==> src/design/rbs_pkg.sv <==
`default_nettype none
package rbs_pkg;

  localparam int FRAC_BITS = 32;
  localparam int DATA_W = 64;
  localparam logic [DATA_W-1:0] EPS_LSB =
    DATA_W'(((64'd1 << FRAC_BITS) + 64'd500000) / 64'd1000000);
  localparam int NUM_AXES = 3;

  // Divider: quotient bits resolved per pipeline stage.
  localparam int DIV_BITS = 4;
  localparam int DIV_ITER = DATA_W / DIV_BITS;
  // One setup stage, the iteration stages, one saturation stage.
  localparam int DIV_STAGES = DIV_ITER + 2;
  // Operand stage, divider, two merge stages.
  localparam int PIPE_STAGES = DIV_STAGES + 3;

  localparam int CFG_IDX_W = 3;

  localparam logic signed [DATA_W-1:0] S_MAX = {1'b0, {(DATA_W-1){1'b1}}};
  localparam logic signed [DATA_W-1:0] S_MIN = {1'b1, {(DATA_W-1){1'b0}}};
  localparam logic [DATA_W-1:0] NEG_LIMIT = {1'b1, {(DATA_W-1){1'b0}}};

  typedef enum logic [CFG_IDX_W-1:0] {
    CFG_BOX_MIN_X = 3'd0,
    CFG_BOX_MIN_Y = 3'd1,
    CFG_BOX_MIN_Z = 3'd2,
    CFG_BOX_MAX_X = 3'd3,
    CFG_BOX_MAX_Y = 3'd4,
    CFG_BOX_MAX_Z = 3'd5
  } cfg_reg_t;

  typedef struct packed {
    logic signed [DATA_W-1:0] origin_x;
    logic signed [DATA_W-1:0] origin_y;
    logic signed [DATA_W-1:0] origin_z;
    logic signed [DATA_W-1:0] dir_x;
    logic signed [DATA_W-1:0] dir_y;
    logic signed [DATA_W-1:0] dir_z;
    logic signed [DATA_W-1:0] t_min;
    logic signed [DATA_W-1:0] t_max;
  } ray_in_t;

  typedef struct packed {
    logic                     hit;
    logic signed [DATA_W-1:0] entry_t;
  } ray_out_t;

  // Per-ray flags and window that travel beside the dividers.
  typedef struct packed {
    logic [NUM_AXES-1:0]      par;
    logic [NUM_AXES-1:0]      pmiss;
    logic [NUM_AXES-1:0]      dneg;
    logic signed [DATA_W-1:0] t_min;
    logic signed [DATA_W-1:0] t_max;
  } side_t;

  typedef struct packed {
    logic [DATA_W-1:0] rem;
    logic [DATA_W-1:0] sh;
    logic [DATA_W-1:0] q;
  } div_st_t;

  typedef struct packed {
    logic signed [DATA_W-1:0] t0;
    logic signed [DATA_W-1:0] t1;
    logic                     alive;
  } slab_t;

  // One restoring division step: bring in the next dividend bit.
  function automatic div_st_t div_step(div_st_t s, logic [DATA_W-1:0] dm);
    div_st_t r;
    logic [DATA_W:0] trial;
    trial = {s.rem, s.sh[DATA_W-1]};
    r.sh = s.sh << 1;
    r.q = s.q << 1;
    if (trial >= {1'b0, dm}) begin
      trial = trial - {1'b0, dm};
      r.q[0] = 1'b1;
    end
    r.rem = trial[DATA_W-1:0];
    return r;
  endfunction

  // Narrow the interval by one axis, then check that it is still open.
  function automatic slab_t slab_axis(slab_t s, logic par, logic pmiss, logic dneg,
                                      logic signed [DATA_W-1:0] qa,
                                      logic signed [DATA_W-1:0] qb);
    slab_t r;
    logic signed [DATA_W-1:0] a;
    logic signed [DATA_W-1:0] b;
    logic signed [DATA_W:0] t0e;
    logic signed [DATA_W:0] t1e;
    r = s;
    a = dneg ? qb : qa;
    b = dneg ? qa : qb;
    if (par) begin
      if (pmiss) begin
        r.alive = 1'b0;
      end
    end else begin
      if (a > r.t0) begin
        r.t0 = a;
      end
      if (b < r.t1) begin
        r.t1 = b;
      end
    end
    t0e = {r.t0[DATA_W-1], r.t0} + $signed({1'b0, EPS_LSB});
    t1e = {r.t1[DATA_W-1], r.t1};
    if (!(t1e > t0e)) begin
      r.alive = 1'b0;
    end
    return r;
  endfunction

endpackage
`default_nettype wire

==> src/design/rbs_slab_merge.sv <==
`default_nettype none
module rbs_slab_merge (
  input  logic                                                    clk,
  input  logic [1:0]                                              en,
  input  rbs_pkg::side_t                                          side,
  input  logic [rbs_pkg::NUM_AXES-1:0][rbs_pkg::DATA_W-1:0]       q_lo,
  input  logic [rbs_pkg::NUM_AXES-1:0][rbs_pkg::DATA_W-1:0]       q_hi,
  output rbs_pkg::ray_out_t                                       out_data
);

  rbs_pkg::slab_t s_in;
  rbs_pkg::slab_t s_x;
  rbs_pkg::slab_t s_xy;
  rbs_pkg::slab_t s1;
  rbs_pkg::slab_t s_z;
  rbs_pkg::side_t side1;
  logic [rbs_pkg::DATA_W-1:0] qz_lo;
  logic [rbs_pkg::DATA_W-1:0] qz_hi;
  logic hit;

  // First stage: start from the window and apply the x and y slabs.
  always_comb begin
    s_in.t0 = side.t_min;
    s_in.t1 = side.t_max;
    s_in.alive = 1'b1;
    s_x = rbs_pkg::slab_axis(s_in, side.par[0], side.pmiss[0], side.dneg[0],
                             $signed(q_lo[0]), $signed(q_hi[0]));
    s_xy = rbs_pkg::slab_axis(s_x, side.par[1], side.pmiss[1], side.dneg[1],
                              $signed(q_lo[1]), $signed(q_hi[1]));
  end

  always_ff @(posedge clk) begin
    if (en[0]) begin
      s1    <= s_xy;
      side1 <= side;
      qz_lo <= q_lo[2];
      qz_hi <= q_hi[2];
    end
  end

  // Second stage: z slab and the final window check.
  always_comb begin
    s_z = rbs_pkg::slab_axis(s1, side1.par[2], side1.pmiss[2], side1.dneg[2],
                             $signed(qz_lo), $signed(qz_hi));
    hit = s_z.alive && (s_z.t0 >= side1.t_min) && (s_z.t0 <= side1.t_max);
  end

  always_ff @(posedge clk) begin
    if (en[1]) begin
      out_data.hit     <= hit;
      out_data.entry_t <= hit ? s_z.t0 : '0;
    end
  end

endmodule
`default_nettype wire

==> config.mk <==
export PLATFORM = sky130hd
export DESIGN_NAME = rbs_slab_merge
export DESIGN_NICKNAME = d
export VERILOG_FILES = /design/src/design/rbs_pkg.sv /design/src/design/rbs_slab_merge.sv
export SDC_FILE = /design/constraint.sdc
export NUM_CORES = 2
export LEC_CHECK = 0
export CAP_MARGIN = 10
export CELL_PAD_IN_SITES_DETAIL_PLACEMENT = 2
export CELL_PAD_IN_SITES_GLOBAL_PLACEMENT = 2
export CORE_MARGIN = 2
export CORE_UTILIZATION = 40
export DETAILED_ROUTE_END_ITERATION = 16
export DONT_BUFFER_PORTS = 1
export PLACE_DENSITY_LB_ADDON = 0.1
export SLEW_MARGIN = 10
export SYNTH_ARGS = -nofsm -noshare
export SYNTH_HDL_FRONTEND = slang
export SYNTH_SLANG_ARGS = --single-unit
export TNS_END_PERCENT = 100
==> constraint.sdc <==
create_clock -name clk -period 18.4 [get_ports clk]
set_input_delay 1.84 -clock clk [delete_from_list [all_inputs] [get_ports clk]]
set_output_delay 1.84 -clock clk [all_outputs]
set_load 0.02 [all_outputs]
==> impl_metrics.yaml <==
drt:
  drt-vias-per-instance: 6.24
  detail-route-antenna-nets: 0
  routed-via-count: 40900
  detailed_router_iteration_count_before_antenna_repair: 6
  totalWireLength_um: 220000
  routedWlPerCell_um: 33.5
  remaining_drc_errors: 0
  1st_iter_drt_viols: 4163
worst_setup_path:
  critical_path.startpoint_type: "input pin"
  worst_setup_path_end_kind: "flip-flop"
  path_class: "in -> reg"
  slowest_delay_ns: 0.81
  crit_start: "side[128]"
  worstPathRequired_ns: 18.77
  timing.critical_path.mode_cell: "sky130_fd_sc_hd__a21oi_1"
  timing.critical_path.fanout_max: 128
  worstPathArrival_ns: 15.70
  critical-path-slowest-cell: "sky130_fd_sc_hd__a21oi_1"
  regToRegStartpoint: "side1[130]"
placed_design:
  post_dp_cell_area_um2: 47900
  post-place-ws_ns: 2.91
  finalWeightedCongestion: 0.987
  count_of_input_and_output_buffers: 0
  hpwl_um: 188000
timing:
  tightestPinTransition_ns: 1.26
  report.final.slew_viol_count: 0
  fin_setup_tns_ns: 0
  period_needed_ns: 15.32
  finalSetupViolCount: 0
  clock_skew_ns: 0.0643
  timing.slew.headroom_pct: 15.3
  max_clock_freq_mhz: 65.3
  postLayoutSetupSlackWorst_ns: 3.08
  timing.final.crit_share_pct: 83.3
  unrepaired_setup_endpoints_after_global_routing: "false"
  final.hold.worst_slack_ns: 0.850
  final-hold-violation-count: 0
synthesis:
  post_synth_main_area_contributors: "sky130_fd_sc_hd__edfxtp_1 (29%), sky130_fd_sc_hd__ha_1 (19%), sky130_fd_sc_hd__mux2_2 (8.8%)"
  syn-num-nets: 6283
  netlist_area_um2: 46400
  synth_largest_area_cell: "sky130_fd_sc_hd__edfxtp_1"
  asyncSetResetFlopFracSynth_pct: 0
  synth.mux.area_fraction_pct: 13.2
  xor_xnor_cell_area_share_of_the_yosys_netlist_pct: 3.49
  synth-edff-count: 453
  synth-compound-area-share_pct: 13.9
  synth.ff_latch_count: 453
  syn_area_per_cell_um2: 9.17
  netlist_instances: 5055
  synthTopCellsByCount: "sky130_fd_sc_hd__ha_1 (704), sky130_fd_sc_hd__inv_1 (615), sky130_fd_sc_hd__edfxtp_1 (453)"
  largest_family_of_logic_cells_by_synthesized_area: "adder cells"
  yosysMostFrequentCell: "sky130_fd_sc_hd__ha_1"
  post-synth-top-area-fraction_pct: 29.3
  synth-main-ff-cell: "sky130_fd_sc_hd__edfxtp_1"
  yosys_warnings: 0
  post_synth_and_or_nand_nor_area_fraction_pct: 14.6
  ys_seq_area_share_pct: 29.3
  synthDistinctLibCells: 90
  post_synth_fa_ha_maj_area_fraction_pct: 19.0
grt:
  gr-usage-met1_pct: 53.9
  overflow: 0
  global_route.usage.total_pct: 35.9
  grt_antenna_before_repair: 50
  globalRoute.busiestLayer: "met1"
  grt_pass1_vias: 42100
  gr-usage-met2_pct: 52.8
  grt_pass1_wl_um: 306000
  grt_start_max_net_pins: 389
  use_met3_pct: 5.62
clock_network:
  ctsHtreeMaxLevel: 2
  clk_path_buf_depth: 3
  cts_inserted_buffers: 53
  post_cts_buffers: 0
  cts-resized-gates: 0
  clock_latency_ns: 0.68
  clock_tree.root_cell: "sky130_fd_sc_hd__clkbuf_16"
  clkSlewWorstSetupHoldPaths_ns: 0.06
  cts_tree: "done"
  clkSinkCount: 453
  postCtsHoldBufs: 0
floorplanning:
  floorplan.core_area_um2: 115000
  rows: 124
  area_enclosed_by_the_die_boundary_um2: 119000
  initial_utilization_pct: 40.5
  top_level_ports: 589
  die_height_um: 345
  chipWidth_um: 345
layout:
  layout_utilization_pct: 43.3
  finalInstanceArea_um2: 49700
  fin_nets: 6210
  final-seq-area_um2: 13600
  syn2layout_area_growth_pct: 7.14
  layout-drive-gt1-share_pct: 10.6
  n_fill_cell: 12500
  multiInputGateArea_um2: 29900
run_status:
  run_status: "completed"
min_path:
  hold_path_class: "reg -> reg"
  timing.hold.worst.start: "s1[121]"
job:
  maxCapViolCount: 0
power:
  power.ir.vdd_worst_mv: 0.0810
  power_density_nw_per_um2: 106
  power.leakage_nw: 22.5
final cells by class:
class / count / area share (%)
Multi-Input combinational cell: 3822 / 60.1
Sequential cell: 453 / 27.4
Inverter: 615 / 4.65
Tap cell: 1512 / 3.81
Clock buffer: 67 / 2.82
Timing Repair Buffer: 37 / 0.559
Clock inverter: 28 / 0.551
Antenna cell: 28 / 0.141
report_power, final:
group          total [W]  switching [W]  internal (W)
Sequential       0.00142       0.000117       0.00130
Clock            0.00105       0.000461      0.000594
Combinational    0.00278        0.00179      0.000981
cell families (layout without fill, tap and decap cells):
family | count (synthesis) | in the layout
adders and majority gates | 704 | 704
other | 0 | 28
buffers and inverters | 780 | 747
and+or+nand+nor | 1323 | 1323
xor gates and xnor gates | 185 | 185
muxes | 566 | 566
DFF | 453 | 453
AOI/OAI and AO/OA | 1044 | 1044
critical path: cells and delay by family:
| family | cells | cell delay [ns] |
|---|---|---|
| AND/OR/NAND/NOR | 11 | 3.80 |
| adder cells (fa/ha/maj) | 4 | 1.29 |
| multiplexers | 2 | 1.04 |
| buffers and inverters | 1 | 0.10 |
| AO/OA/AOI/OAI | 26 | 7.21 |
| XOR/XNOR | 1 | 0.16 |
through the flow:
| step | std cells | power (W) |
|---|---|---|
| detailed placement | 6439 | 0.00412 |
| floorplan | 5055 | 0.00311 |
| global route | 6541 | 0.00552 |
| global placement | 6439 | 0.00398 |
| CTS | 6534 | 0.00520 |
| finish | 6562 | 0.00525 |
registers in the layout, indices dropped and copies added, names as in the netlist:
signal,cells
out_data,65
qz_hi,64
qz_lo,64
s1,129
side1,131
final timing paths:
| path | to | slack, ns | depth (start not counted) |
|---|---|---|---|
| hold reg to reg | out_data[56] | 0.85 | 2 |
| setup / recovery | s1[0] | 3.08 | 45 |
| setup reg to reg | out_data[35] | 5.81 | 32 |
| hold / removal | out_data[56] | 0.85 | 2 |
cells in the final DEF (no fill, tap or decap), types with 37 or more instances in the layout:
master	synthesis	routed
sky130_fd_sc_hd__a21o_1	225	225
sky130_fd_sc_hd__a21oi_1	398	397
sky130_fd_sc_hd__buf_4	5	37
sky130_fd_sc_hd__clkbuf_16	0	54
sky130_fd_sc_hd__edfxtp_1	453	453
sky130_fd_sc_hd__ha_1	704	704
sky130_fd_sc_hd__inv_1	615	615
sky130_fd_sc_hd__mux2_2	362	362
sky130_fd_sc_hd__mux2i_1	202	201
sky130_fd_sc_hd__nand2_1	221	219
sky130_fd_sc_hd__nand2b_1	64	64
sky130_fd_sc_hd__nand3_1	96	96
sky130_fd_sc_hd__nand4_1	178	178
sky130_fd_sc_hd__nor2_1	321	319
sky130_fd_sc_hd__nor2b_1	82	82
sky130_fd_sc_hd__nor3_1	158	156
sky130_fd_sc_hd__o21ai_0	209	209
sky130_fd_sc_hd__xnor2_1	108	108
sky130_fd_sc_hd__xor2_1	77	77
layer usage:
metal | share of wire, % | up-vias
li1 | - | 18300
met1 | 47 | 20700
met5 | 0.13 | -
met3 | 8.4 | 293
met2 | 41 | 1640
met4 | 3.0 | 34
No activity file was read; power rests on OpenSTA's default activity.
